<file path="src/hsfcw_pkg.sv">
package hsfcw_pkg;

    localparam int CMD_W    = 3;
    localparam int AMT_W    = 32;
    localparam int CREDIT_W = 31;
    localparam int STATUS_W = 2;
    localparam int OP_W     = 3;

    // Default depth of the queue between the front and the back.
    localparam int QUEUE_DEPTH = 2;

    typedef logic [CMD_W-1:0]    t_cmd;
    typedef logic [AMT_W-1:0]    t_amount;
    typedef logic [CREDIT_W-1:0] t_credit;
    typedef logic [STATUS_W-1:0] t_status;
    typedef logic [OP_W-1:0]     t_op;

    // Command codes on the input channel.
    localparam t_cmd CMD_INIT      = 3'd0;
    localparam t_cmd CMD_TAKE_SEND = 3'd1;
    localparam t_cmd CMD_TAKE_RECV = 3'd2;
    localparam t_cmd CMD_ADD_SEND  = 3'd3;
    localparam t_cmd CMD_ADD_RECV  = 3'd4;
    localparam t_cmd CMD_UPDATE    = 3'd5;

    // Status codes on the result channel.
    localparam t_status ST_OK    = 2'd0;
    localparam t_status ST_SHORT = 2'd1;
    localparam t_status ST_PROTO = 2'd2;
    localparam t_status ST_FLOW  = 2'd3;

    // Operations after classification. The last two only report a status.
    localparam t_op OP_INIT      = 3'd0;
    localparam t_op OP_TAKE_SEND = 3'd1;
    localparam t_op OP_TAKE_RECV = 3'd2;
    localparam t_op OP_ADD_SEND  = 3'd3;
    localparam t_op OP_ADD_RECV  = 3'd4;
    localparam t_op OP_UPDATE    = 3'd5;
    localparam t_op OP_PROTO     = 3'd6;
    localparam t_op OP_FLOW      = 3'd7;

    typedef struct packed {
        t_op     op;
        t_amount amount;
    } t_item;

endpackage

</file>
<file path="src/hsfcw_if.sv">
interface hsfcw_cmd_if;
    logic                 valid;
    logic                 ready;
    hsfcw_pkg::t_cmd      cmd;
    hsfcw_pkg::t_amount   amount;

    modport source (output valid, output cmd, output amount, input ready);
    modport sink   (input valid, input cmd, input amount, output ready);
endinterface

interface hsfcw_res_if;
    logic                 valid;
    logic                 ready;
    hsfcw_pkg::t_status   status;
    hsfcw_pkg::t_credit   send_credit;
    hsfcw_pkg::t_credit   recv_credit;

    modport source (output valid, output status, output send_credit, output recv_credit,
                    input ready);
    modport sink   (input valid, input status, input send_credit, input recv_credit,
                    output ready);
endinterface

</file>
<file path="src/hsfcw_front.sv">
module hsfcw_front (
    input  logic                i_clk,
    input  logic                i_rst_n,
    hsfcw_cmd_if.sink           i_cmd_ch,
    output logic                o_valid,
    output hsfcw_pkg::t_item    o_item,
    input  logic                i_ready
);

    logic             r_valid;
    hsfcw_pkg::t_item r_item;
    hsfcw_pkg::t_item n_item;
    logic             w_accept;

    assign i_cmd_ch.ready = !r_valid || i_ready;
    assign w_accept       = i_cmd_ch.valid && i_cmd_ch.ready;

    // Work out everything that does not depend on the credits, so the back
    // only has to do the arithmetic.
    always_comb begin
        n_item.amount = i_cmd_ch.amount;
        case (i_cmd_ch.cmd)
            hsfcw_pkg::CMD_INIT: begin
                n_item.op = i_cmd_ch.amount[hsfcw_pkg::AMT_W-1] ?
                            hsfcw_pkg::OP_FLOW : hsfcw_pkg::OP_INIT;
            end
            hsfcw_pkg::CMD_TAKE_SEND: n_item.op = hsfcw_pkg::OP_TAKE_SEND;
            hsfcw_pkg::CMD_TAKE_RECV: n_item.op = hsfcw_pkg::OP_TAKE_RECV;
            hsfcw_pkg::CMD_ADD_SEND: begin
                n_item.op = (i_cmd_ch.amount == '0) ?
                            hsfcw_pkg::OP_PROTO : hsfcw_pkg::OP_ADD_SEND;
            end
            hsfcw_pkg::CMD_ADD_RECV:  n_item.op = hsfcw_pkg::OP_ADD_RECV;
            hsfcw_pkg::CMD_UPDATE:    n_item.op = hsfcw_pkg::OP_UPDATE;
            default:                  n_item.op = hsfcw_pkg::OP_PROTO;
        endcase
    end

    always_ff @(posedge i_clk) begin
        if (!i_rst_n) begin
            r_valid <= 1'b0;
        end else if (w_accept) begin
            r_valid <= 1'b1;
        end else if (i_ready) begin
            r_valid <= 1'b0;
        end
    end

    always_ff @(posedge i_clk) begin
        if (w_accept) begin
            r_item <= n_item;
        end
    end

    assign o_valid = r_valid;
    assign o_item  = r_item;

endmodule

</file>
<file path="src/hsfcw_queue.sv">
module hsfcw_queue #(
    parameter int DEPTH = hsfcw_pkg::QUEUE_DEPTH
) (
    input  logic                i_clk,
    input  logic                i_rst_n,
    input  logic                i_valid,
    input  hsfcw_pkg::t_item    i_item,
    output logic                o_ready,
    output logic                o_valid,
    output hsfcw_pkg::t_item    o_item,
    input  logic                i_ready
);

    localparam int CNT_W = $clog2(DEPTH + 1);

    hsfcw_pkg::t_item r_slot [DEPTH];
    hsfcw_pkg::t_item n_slot [DEPTH];
    logic [CNT_W-1:0] r_count;
    logic [CNT_W-1:0] n_count;
    logic [CNT_W-1:0] w_wr_idx;
    logic             w_push;
    logic             w_pop;

    assign o_ready = (r_count != CNT_W'(DEPTH));
    assign o_valid = (r_count != '0);
    assign o_item  = r_slot[0];
    assign w_push  = i_valid && o_ready;
    assign w_pop   = o_valid && i_ready;

    // The head always sits in slot zero; a pop shifts the rest down.
    assign w_wr_idx = r_count - CNT_W'(w_pop);

    always_comb begin
        for (int i = 0; i < DEPTH; i++) begin
            if (w_pop && (i < DEPTH - 1)) begin
                n_slot[i] = r_slot[(i < DEPTH - 1) ? i + 1 : i];
            end else begin
                n_slot[i] = r_slot[i];
            end
            if (w_push && (w_wr_idx == CNT_W'(i))) begin
                n_slot[i] = i_item;
            end
        end
        n_count = r_count + CNT_W'(w_push) - CNT_W'(w_pop);
    end

    always_ff @(posedge i_clk) begin
        if (!i_rst_n) begin
            r_count <= '0;
        end else begin
            r_count <= n_count;
        end
    end

    always_ff @(posedge i_clk) begin
        r_slot <= n_slot;
    end

endmodule

</file>
<file path="src/hsfcw_back.sv">
module hsfcw_back (
    input  logic                i_clk,
    input  logic                i_rst_n,
    input  logic                i_valid,
    input  hsfcw_pkg::t_item    i_item,
    output logic                o_ready,
    hsfcw_res_if.source         o_res_ch
);

    localparam int CW = hsfcw_pkg::CREDIT_W;
    localparam int AW = hsfcw_pkg::AMT_W;

    hsfcw_pkg::t_credit r_send;
    hsfcw_pkg::t_credit r_recv;
    hsfcw_pkg::t_amount r_init;
    hsfcw_pkg::t_credit n_send;
    hsfcw_pkg::t_credit n_recv;
    hsfcw_pkg::t_amount n_init;
    hsfcw_pkg::t_status n_status;

    logic               r_out_valid;
    hsfcw_pkg::t_status r_status;
    hsfcw_pkg::t_credit r_out_send;
    hsfcw_pkg::t_credit r_out_recv;

    logic               w_pop;
    hsfcw_pkg::t_credit w_take_src;
    hsfcw_pkg::t_credit w_add_src;
    logic               w_short;
    logic [AW:0]        w_sum;
    logic [AW+1:0]      w_upd;

    assign o_ready = !r_out_valid || o_res_ch.ready;
    assign w_pop   = i_valid && o_ready;

    assign w_take_src = (i_item.op == hsfcw_pkg::OP_TAKE_SEND) ? r_send : r_recv;
    assign w_add_src  = (i_item.op == hsfcw_pkg::OP_ADD_SEND)  ? r_send : r_recv;
    assign w_short    = i_item.amount > {1'b0, w_take_src};
    assign w_sum      = {2'b00, w_add_src} + {1'b0, i_item.amount};
    // Signed difference: send + new initial - old initial.
    assign w_upd      = {3'b000, r_send} + {2'b00, i_item.amount} - {2'b00, r_init};

    always_comb begin
        n_send   = r_send;
        n_recv   = r_recv;
        n_init   = r_init;
        n_status = hsfcw_pkg::ST_OK;
        case (i_item.op)
            hsfcw_pkg::OP_INIT: begin
                n_send = i_item.amount[CW-1:0];
                n_recv = i_item.amount[CW-1:0];
                n_init = i_item.amount;
            end
            hsfcw_pkg::OP_TAKE_SEND, hsfcw_pkg::OP_TAKE_RECV: begin
                if (w_short) begin
                    n_status = hsfcw_pkg::ST_SHORT;
                end else if (i_item.op == hsfcw_pkg::OP_TAKE_SEND) begin
                    n_send = w_take_src - i_item.amount[CW-1:0];
                end else begin
                    n_recv = w_take_src - i_item.amount[CW-1:0];
                end
            end
            hsfcw_pkg::OP_ADD_SEND, hsfcw_pkg::OP_ADD_RECV: begin
                if (w_sum[AW:CW] != '0) begin
                    n_status = hsfcw_pkg::ST_FLOW;
                end else if (i_item.op == hsfcw_pkg::OP_ADD_SEND) begin
                    n_send = w_sum[CW-1:0];
                end else begin
                    n_recv = w_sum[CW-1:0];
                end
            end
            hsfcw_pkg::OP_UPDATE: begin
                if (w_upd[AW+1:CW] != '0) begin
                    n_status = hsfcw_pkg::ST_FLOW;
                end else begin
                    n_send = w_upd[CW-1:0];
                    n_init = i_item.amount;
                end
            end
            hsfcw_pkg::OP_PROTO: n_status = hsfcw_pkg::ST_PROTO;
            default:             n_status = hsfcw_pkg::ST_FLOW;
        endcase
    end

    always_ff @(posedge i_clk) begin
        if (!i_rst_n) begin
            r_send      <= '0;
            r_recv      <= '0;
            r_init      <= '0;
            r_out_valid <= 1'b0;
        end else begin
            if (w_pop) begin
                r_send <= n_send;
                r_recv <= n_recv;
                r_init <= n_init;
            end
            if (w_pop) begin
                r_out_valid <= 1'b1;
            end else if (o_res_ch.ready) begin
                r_out_valid <= 1'b0;
            end
        end
    end

    always_ff @(posedge i_clk) begin
        if (w_pop) begin
            r_status   <= n_status;
            r_out_send <= n_send;
            r_out_recv <= n_recv;
        end
    end

    assign o_res_ch.valid       = r_out_valid;
    assign o_res_ch.status      = r_status;
    assign o_res_ch.send_credit = r_out_send;
    assign o_res_ch.recv_credit = r_out_recv;

endmodule

</file>
<file path="src/http2_stream_flow_control_windows.sv">
// Flow-control credit keeper for one HTTP/2 stream: send window, receive window
// and the initial send window size last applied.
// Commands arrive on i_cmd_ch (cmd, amount) and each one yields exactly one item
// on o_res_ch: a status code and both windows as they stand after the command.
// Both channels use valid/ready; an item moves when both are high at a clock edge.
// A command passes through the front register, a queue slot and the result
// register before its result is valid on o_res_ch.
// The block takes one item per cycle while o_res_ch is not stalled: the front
// register, the queue and the credit update in the back each take one item per
// cycle, and the update of one command is plain add/subtract arithmetic with a
// compare, so the next command sees the new windows in the following cycle.
// Reset (i_rst_n low at a clock edge) clears both windows, the initial value,
// the queue and the result valid flag; the block takes commands right after it.
// When the receiver stalls, the result waits in the output register, the back
// stops, the queue fills, and only then does i_cmd_ch.ready fall.
module http2_stream_flow_control_windows #(
    parameter int QUEUE_DEPTH = hsfcw_pkg::QUEUE_DEPTH
) (
    input  logic        i_clk,
    input  logic        i_rst_n,
    hsfcw_cmd_if.sink   i_cmd_ch,
    hsfcw_res_if.source o_res_ch
);

    // Front to queue.
    logic             w_fq_valid;
    logic             w_fq_ready;
    hsfcw_pkg::t_item w_fq_item;

    // Queue to back.
    logic             w_qb_valid;
    logic             w_qb_ready;
    hsfcw_pkg::t_item w_qb_item;

    // The front decodes each command and settles the cases that need no credit
    // (oversized init, zero send increment, unknown command).
    hsfcw_front u_front (
        .i_clk    (i_clk),
        .i_rst_n  (i_rst_n),
        .i_cmd_ch (i_cmd_ch),
        .o_valid  (w_fq_valid),
        .o_item   (w_fq_item),
        .i_ready  (w_fq_ready)
    );

    // A short queue lets the front keep taking commands while the back waits.
    hsfcw_queue #(
        .DEPTH (QUEUE_DEPTH)
    ) u_queue (
        .i_clk   (i_clk),
        .i_rst_n (i_rst_n),
        .i_valid (w_fq_valid),
        .i_item  (w_fq_item),
        .o_ready (w_fq_ready),
        .o_valid (w_qb_valid),
        .o_item  (w_qb_item),
        .i_ready (w_qb_ready)
    );

    // The back holds the windows, applies each command and registers the result.
    hsfcw_back u_back (
        .i_clk    (i_clk),
        .i_rst_n  (i_rst_n),
        .i_valid  (w_qb_valid),
        .i_item   (w_qb_item),
        .o_ready  (w_qb_ready),
        .o_res_ch (o_res_ch)
    );

endmodule
</file>
<file path="src/flat_wrapper.sv">
// flat-port wrapper written by rule: the top's interface ports become plain ports
module http2_stream_flow_control_windows_flat 
#(
    parameter int QUEUE_DEPTH = hsfcw_pkg::QUEUE_DEPTH
)
  (i_clk, i_rst_n, i_cmd_ch_valid, i_cmd_ch_cmd, i_cmd_ch_amount, i_cmd_ch_ready, o_res_ch_valid, o_res_ch_status, o_res_ch_send_credit, o_res_ch_recv_credit, o_res_ch_ready);
  hsfcw_cmd_if i_cmd_ch_i ();
  hsfcw_res_if o_res_ch_i ();
  input  logic i_clk;
  input  logic i_rst_n;
  input wire logic [$bits(i_cmd_ch_i.valid)-1:0] i_cmd_ch_valid;
  input wire logic [$bits(i_cmd_ch_i.cmd)-1:0] i_cmd_ch_cmd;
  input wire logic [$bits(i_cmd_ch_i.amount)-1:0] i_cmd_ch_amount;
  output wire logic [$bits(i_cmd_ch_i.ready)-1:0] i_cmd_ch_ready;
  output wire logic [$bits(o_res_ch_i.valid)-1:0] o_res_ch_valid;
  output wire logic [$bits(o_res_ch_i.status)-1:0] o_res_ch_status;
  output wire logic [$bits(o_res_ch_i.send_credit)-1:0] o_res_ch_send_credit;
  output wire logic [$bits(o_res_ch_i.recv_credit)-1:0] o_res_ch_recv_credit;
  input wire logic [$bits(o_res_ch_i.ready)-1:0] o_res_ch_ready;
  assign i_cmd_ch_i.valid = i_cmd_ch_valid;
  assign i_cmd_ch_i.cmd = i_cmd_ch_cmd;
  assign i_cmd_ch_i.amount = i_cmd_ch_amount;
  assign i_cmd_ch_ready = i_cmd_ch_i.ready;
  assign o_res_ch_valid = o_res_ch_i.valid;
  assign o_res_ch_status = o_res_ch_i.status;
  assign o_res_ch_send_credit = o_res_ch_i.send_credit;
  assign o_res_ch_recv_credit = o_res_ch_i.recv_credit;
  assign o_res_ch_i.ready = o_res_ch_ready;
  http2_stream_flow_control_windows #(.QUEUE_DEPTH(QUEUE_DEPTH)) u_core (.i_clk(i_clk), .i_rst_n(i_rst_n), .i_cmd_ch(i_cmd_ch_i), .o_res_ch(o_res_ch_i));
endmodule
</file>
<file path="config.mk">
export PLATFORM = sky130hd
export DESIGN_NAME = http2_stream_flow_control_windows_flat
export DESIGN_NICKNAME = d
export VERILOG_FILES = /design/src/hsfcw_pkg.sv /design/src/hsfcw_if.sv /design/src/hsfcw_front.sv /design/src/hsfcw_queue.sv /design/src/hsfcw_back.sv /design/src/http2_stream_flow_control_windows.sv /design/src/flat_wrapper.sv
export SDC_FILE = /design/constraint.sdc
export NUM_CORES = 1
export LEC_CHECK = 0
export BUFFER_PORTS_ARGS = -buffer_cell sky130_fd_sc_hd__buf_2
export CAP_MARGIN = 20
export CORE_MARGIN = 10
export CORE_UTILIZATION = 30
export CTS_CLUSTER_DIAMETER = 120
export DETAILED_ROUTE_END_ITERATION = 12
export PLACE_DENSITY = 0.43
export SYNTH_ARGS = -nofsm -noshare
export SYNTH_HDL_FRONTEND = slang
export SYNTH_SLANG_ARGS = --single-unit
</file>
<file path="constraint.sdc">
create_clock -name i_clk -period 9.1 [get_ports i_clk]
set_input_delay 0.455 -clock i_clk [delete_from_list [all_inputs] [get_ports i_clk]]
set_output_delay 0.455 -clock i_clk [all_outputs]
set_load 0.01 [all_outputs]
</file>
==> flow_summary.json, run 1 <==
{
  "clock-root-buffer": "clkbuf_16",
  "outcome": "finished, final reports clean",
  "synth_compound_area_frac": 0.256,
  "gp_congestion": 0.915,
  "fin_crit_sh": 0.699,
  "grt_overflow_total": 0,
  "fmax_mhz": 157,
  "cp.required_ns": 9.37,
  "cp-start-kind": "flop",
  "ff2ff_path_depth": 17,
  "hpwl_mm": 63.9,
  "area_growth_pct": 12.9,
  "drt.antenna.violating_nets": 0,
  "finalCriticalPeriod_ns": 6.36,
  "synthMuxAreaShare": 0.0520,
  "avgViaCountPerCell": 5.61,
  "start_util": 0.305,
  "maxSlewViolCount": 0,
  "synth_top_family_by_area": "compound AO/OA/AOI/OAI gates",
  "drcViolationCount": 0,
  "dr.pass1.iters": 6,
  "antenna-diode-count": 0,
  "tns_ns": 0,
  "endpoint_kind": "flop",
  "cts_inserted_buffers": 36,
  "dieArea_um2": 79400,
  "synth-simple-area-share": 0.139,
  "reg2reg_from": "u_core.u_queue.o_item[34]",
  "startpoint": "u_core.u_queue.o_item[34]",
  "grt_setup_unrepaired": "no",
  "grt_pass1_wl_mm": 121,
  "netlist.area_leader.share": 0.247,
  "synth_cells": 2355,
  "synth_adder_area_share": 0.112,
  "postCtsSetupBuffers": 0,
  "finClkSkew_ns": 0.0316,
  "dieHeight_um": 282,
  "rows": 95,
  "ctsResizeCount": 0,
  "clk_path_buf_depth": 3,
  "synthXorXnorAreaFrac": 0.0367,
  "routedWlPerCell_um": 24.9,
  "portBuffers": 104,
  "critPathCapture": "u_core.u_back.o_res_ch.send_credit[2]",
  "antenna_found_initial": 3,
  "htreeDepth": 2,
  "routed_wl_mm": 82.0,
  "ys.flop_type": "edfxtp_1",
  "worstSkewPairLatency_ns": 0.56,
  "grt_max_degree": 66,
  "min-delay-path-class": "in2reg",
  "synth_top_cell_by_area": "edfxtp_1",
  "finalHoldViolCount": 0,
  "vias": 18500,
  "arrival_ns": 6.64,
  "ys_warn_count": 0,
  "worst-setup-path-type": "reg2reg",
  "track_usage": 0.203,
  "ctsHoldBuffers": 0,
  "synth_fp_nets": 2557,
  "maxCapViolations": 0,
  "drt-initial-drc-count": 1659,
  "ioPinCount": 105,
  "r2r-end": "u_core.u_back.o_res_ch.send_credit[2]",
  "avgSynthCellArea_um2": 8.73,
  "first_global_vias": 18200,
  "layout-drive-gt1-share": 0.123,
  "hold_path_depth": 1,
  "slew_headroom": 0.233,
  "tightest_slew_ns": 1.12,
  "cts.sinks": 267,
  "cts_tree": "done",
  "yosysUniqueCellTypes": 88,
  "synth_area_leaders": "edfxtp_1 (25%), dfxtp_1 (9.5%), ha_1 (7.8%), a21oi_1 (5.3%), o21ai_0 (4.1%)",
  "path_clk_slew_ns": 0.06,
  "nNetsFinal": 2600,
  "syn_area_um2": 20600,
  "synthArstFlopShare": 0,
  "synth_enable_flop_cells": 169,
  "yosysSeqAreaShare": 0.342,
  "setup_violations": 0,
  "reg2reg_slack_ns": 2.74,
  "die_w_um": 282,
  "core-area_um2": 67500,
  "crit_path_max_fanout": 33,
  "ys_ff_latch": 267
}
-- cell usage after synthesis (20+ instances only) --
library cell	number
mux2i_1	55
o21a_1	27
edfxtp_1	169
and2_1	21
o21ai_0	167
nor2_1	199
o211ai_1	22
nand4_1	36
nand2b_1	21
a21oi_1	219
inv_1	190
a211oi_1	43
a31oi_1	25
xor2_1	32
xnor2_1	51
nand3_1	37
ha_1	129
a21o_1	79
mux2_2	46
fa_1	34
nor3_1	31
clkbuf_1	115
dfxtp_1	98
nand2_1	193
a221oi_1	20
-- critical path, cell delays in order (launching register included) --
cell      delay (ns)
edfxtp_1        0.73
nor2_1          0.18
nand2_2         0.54
buf_4           0.45
nor2_1          0.07
a21o_1          0.18
ha_1            0.47
nand2_1         0.20
nor3_2          0.37
nand4_1         0.22
nand3b_1        0.30
o22ai_2         0.19
buf_4           0.41
nor2_1          0.25
or2_2           0.46
or2_1           0.43
a221o_1         0.43
a21boi_0        0.14
-- worst min path at each step --
stage                                        start                        end  slack, ns
after floorplan           u_core.u_front.o_item[0]   u_core.u_queue.r_slot[0]       0.42
after global placement    u_core.u_front.o_item[0]   u_core.u_queue.r_slot[0]       0.44
after detailed placement  u_core.u_front.o_item[0]   u_core.u_queue.r_slot[0]       0.44
after CTS                       i_cmd_ch_amount[8]   u_core.u_front.o_item[8]       0.07
after global routing           i_cmd_ch_amount[11]  u_core.u_front.o_item[11]       0.08
final                           i_cmd_ch_amount[8]   u_core.u_front.o_item[8]       0.11
-- sequential cells by signal, indices dropped and copies added (netlist names), 31 cells and up --
register	cells
u_core.u_back.o_res_ch.send_credit	31
u_core.u_back.o_res_ch.recv_credit	31
u_core.u_queue.o_item	35
u_core.u_back.r_init	32
u_core.u_front.o_item	35
u_core.u_back.r_recv	31
u_core.u_queue.r_slot	35
u_core.u_back.r_send	31
-- routing by layer --
| metal | routed length (um) | part of all wire | vias to the layer above | global-route usage |
|---|---|---|---|---|
| li1 | - | - | 8684 | - |
| met1 | 39000 | 0.48 | 8952 | 0.294 |
| met2 | 33600 | 0.41 | 720 | 0.295 |
| met3 | 6940 | 0.085 | 124 | 0.0439 |
| met4 | 2350 | 0.029 | 8 | 0.0596 |
| met5 | 106 | 0.0013 | - | 0.00625 |
-- kinds of logic after synthesis --
| kind of cell | after synthesis |
|---|---|
| AOI/OAI and AO/OA | 792 |
| and+or+nand+nor | 618 |
| buffers and inverters | 330 |
| DFF | 267 |
| adders and majority gates | 163 |
| muxes | 101 |
| xor gates and xnor gates | 84 |
-- metrics by stage --
step | hold WS (ns) | std cells | utilization | worst slack, ns | cell area [um^2]
3_3_place_gp | 0.437 | 3233 | 0.326 | 2.90 | 22000
2_1_floorplan | 0.422 | 2355 | - | 2.05 | 20600
3_5_place_dp | 0.438 | 3233 | 0.326 | 2.77 | 22000
4_1_cts | 0.0724 | 3297 | 0.344 | 2.77 | 23200
6_report | 0.110 | 3297 | 0.344 | 2.74 | 23200
5_1_grt | 0.0838 | 3297 | 0.344 | 2.35 | 23200
-- cell type report --
type	instances	area [um^2]
fill	7032	44300
multi-input combinational	1758	12300
timing repair buffer	145	828
sequential	267	7040
clock buffer	42	945
tap	873	1090
inverter	190	716
clock inverter	22	279
-- placed cells by master, fill, tap and decap left out, types with 10 or more instances in the layout --
master / count
a211oi_1: 43
a21boi_0: 18
a21o_1: 79
a21oi_1: 219
a221o_1: 15
a221oi_1: 20
a31oi_1: 24
and2_1: 21
buf_2: 104
buf_4: 41
clkbuf_16: 37
dfxtp_1: 98
edfxtp_1: 169
fa_1: 34
ha_1: 129
inv_1: 188
mux2_2: 46
mux2i_1: 55
nand2_1: 192
nand2b_1: 21
nand3_1: 37
nand4_1: 36
nor2_1: 198
nor2b_1: 16
nor3_1: 30
nor4_1: 12
o2111ai_1: 15
o211ai_1: 22
o21a_1: 27
o21ai_0: 167
o21bai_1: 10
o221a_2: 11
xnor2_1: 51
xor2_1: 32
Power of run 1 is left out: the tool's default activity adds up to more than one toggle a clock period on the data nets, which glitch-free logic cannot reach.
==> run 2: changes to the inputs <==
- PLACE_DENSITY: 0.43 -> 0.44
- clock period: 9.1 -> 5.8 ns (I/O delays scaled with it)
==> run 2 against run 1 <==
Net effect:
- via count up 3.3%
- register-to-register slack worse by 2.3 ns
- die area unchanged
- worst hold slack got worse by 0.084 ns
- first-iteration DRC count up 15%
- sequential cell count stayed put
- count of clock-buffer cells in the layout fell by 3
- wire length up 3.1%
==> flow_summary.json, run 2 (same netlist as run 1, synthesis figures left out) <==
{
  "finalHoldViolCount": 0,
  "worstSkewPairLatency_ns": 0.56,
  "cts_inserted_buffers": 36,
  "postCtsSetupBuffers": 0,
  "cp.required_ns": 6.07,
  "antenna-diode-count": 0,
  "tightest_slew_ns": 1.09,
  "portBuffers": 104,
  "hold_slack_ns": 0.0259,
  "ctsResizeCount": 0,
  "gp_congestion": 0.934,
  "start_util": 0.305,
  "area_growth_pct": 17.7,
  "htreeDepth": 2,
  "endpoint_kind": "flop",
  "maxCapViolations": 0,
  "path_clk_slew_ns": 0.06,
  "ioPinCount": 105,
  "routedWlPerCell_um": 24.8,
  "routed_wl_mm": 84.6,
  "grt_max_degree": 73,
  "clk_path_buf_depth": 3,
  "die_w_um": 282,
  "core-area_um2": 67500,
  "layout-drive-gt1-share": 0.150,
  "clock-root-buffer": "clkbuf_16",
  "finalCriticalPeriod_ns": 5.38,
  "hp-start": "i_cmd_ch_amount[31]",
  "reg2reg_slack_ns": 0.42,
  "grt_overflow_total": 0,
  "cts.sinks": 267,
  "cp-start-kind": "flop",
  "startpoint": "u_core.u_queue.o_item[33]",
  "worst-setup-path-type": "reg2reg",
  "grt_pass1_wl_mm": 124,
  "final_cell_mix": "a21oi_1 (219), nor2_1 (198), nand2_1 (192)",
  "arrival_ns": 5.64,
  "antenna_found_initial": 3,
  "grt_setup_unrepaired": "no",
  "dieArea_um2": 79400,
  "nNetsFinal": 2708,
  "min-delay-path-class": "in2reg",
  "fin_crit_sh": 0.927,
  "cts_tree": "done",
  "final_common_cell": "a21oi_1",
  "drcViolationCount": 0,
  "avgViaCountPerCell": 5.61,
  "fmax_mhz": 186,
  "drt.antenna.violating_nets": 0,
  "hpwl_mm": 66.6,
  "track_usage": 0.209,
  "finClkSkew_ns": 0.0231,
  "first_global_vias": 18400,
  "slew_headroom": 0.272,
  "setup_slack_ns": 0.421,
  "rows": 95,
  "dieHeight_um": 282,
  "setup_violations": 0,
  "crit_path_max_fanout": 36,
  "tns_ns": 0,
  "outcome": "finished, final reports clean",
  "reg2reg_from": "u_core.u_queue.o_item[33]",
  "place_ws_ns": 0.596,
  "dr.pass1.iters": 5,
  "maxSlewViolCount": 0,
  "vias": 19100,
  "drt-initial-drc-count": 1908
}
-- run 2: cell types whose count changed in the layout (fill, tap and decap cells not counted) --
cell,change
buf_4,+70
clkinv_1,-1
clkinv_4,+1
nor3b_4,+1
inv_6,+1
clkbuf_8,+1
buf_12,+6
clkinv_2,+4
clkbuf_1,-4
dlygate4sd3_1,+32
nor3b_2,-1
-- run 2: timing repair --
item,4_1_cts,5_1_grt
hold buffers,32,0
setup endpoints to repair,0,0
endpoints found under the hold margin,32,0
-- run 2: final cells by class --
type	instances	area, um^2
sequential	267	7040
clock inverter	27	313
inverter	190	716
tap	873	1090
clock buffer	39	943
timing repair buffer	253	1790
fill	6949	43300
multi-input combinational	1758	12300
-- run 2: worst max-delay path, stage by stage, from the launching register on --
cell and delay [ns]:
edfxtp_1 0.39, buf_4 0.20, nor2_1 0.25, nand2_2 0.22, buf_12 0.23, a21o_1 0.21, ha_1 0.48, nand4_1 0.24
nor4_1 0.43, o21ai_0 0.15, a41oi_1 0.47, o21ai_0 0.39, nand2_1 0.49, o21ai_0 0.17, a221oi_1 0.42, and2_1 0.22
o21ai_0 0.10
-- run 2: worst paths after layout --
path | endpoint | depth (start not counted)
worst max register to register | u_core.u_back.o_res_ch.send_credit[28] | 16
worst min register to register | u_core.u_queue.r_slot[34] | 0
worst max-delay path | u_core.u_back.o_res_ch.send_credit[28] | 16
worst min-delay path | u_core.u_front.o_item[31] | 1
-- run 2: metal layers --
layer  routed length (um)  track usage  share of wire  vias up
met4                 1860       0.0505          0.022        2
li1                     -            -              -     8906
met5                   13            0        0.00015        -
met2                35600        0.308           0.42      755
met3                 6400       0.0421          0.076       97
met1                40700        0.305           0.48     9337
-- run 2: metrics by stage --
step,instance area [um^2],util,cells
after floorplan,20600,-,2355
after global placement,22600,0.335,3309
after detailed placement,22600,0.335,3309
after CTS,24200,0.359,3407
after global routing,24200,0.359,3407
final,24200,0.359,3407
Power of run 2 is left out for the same reason.
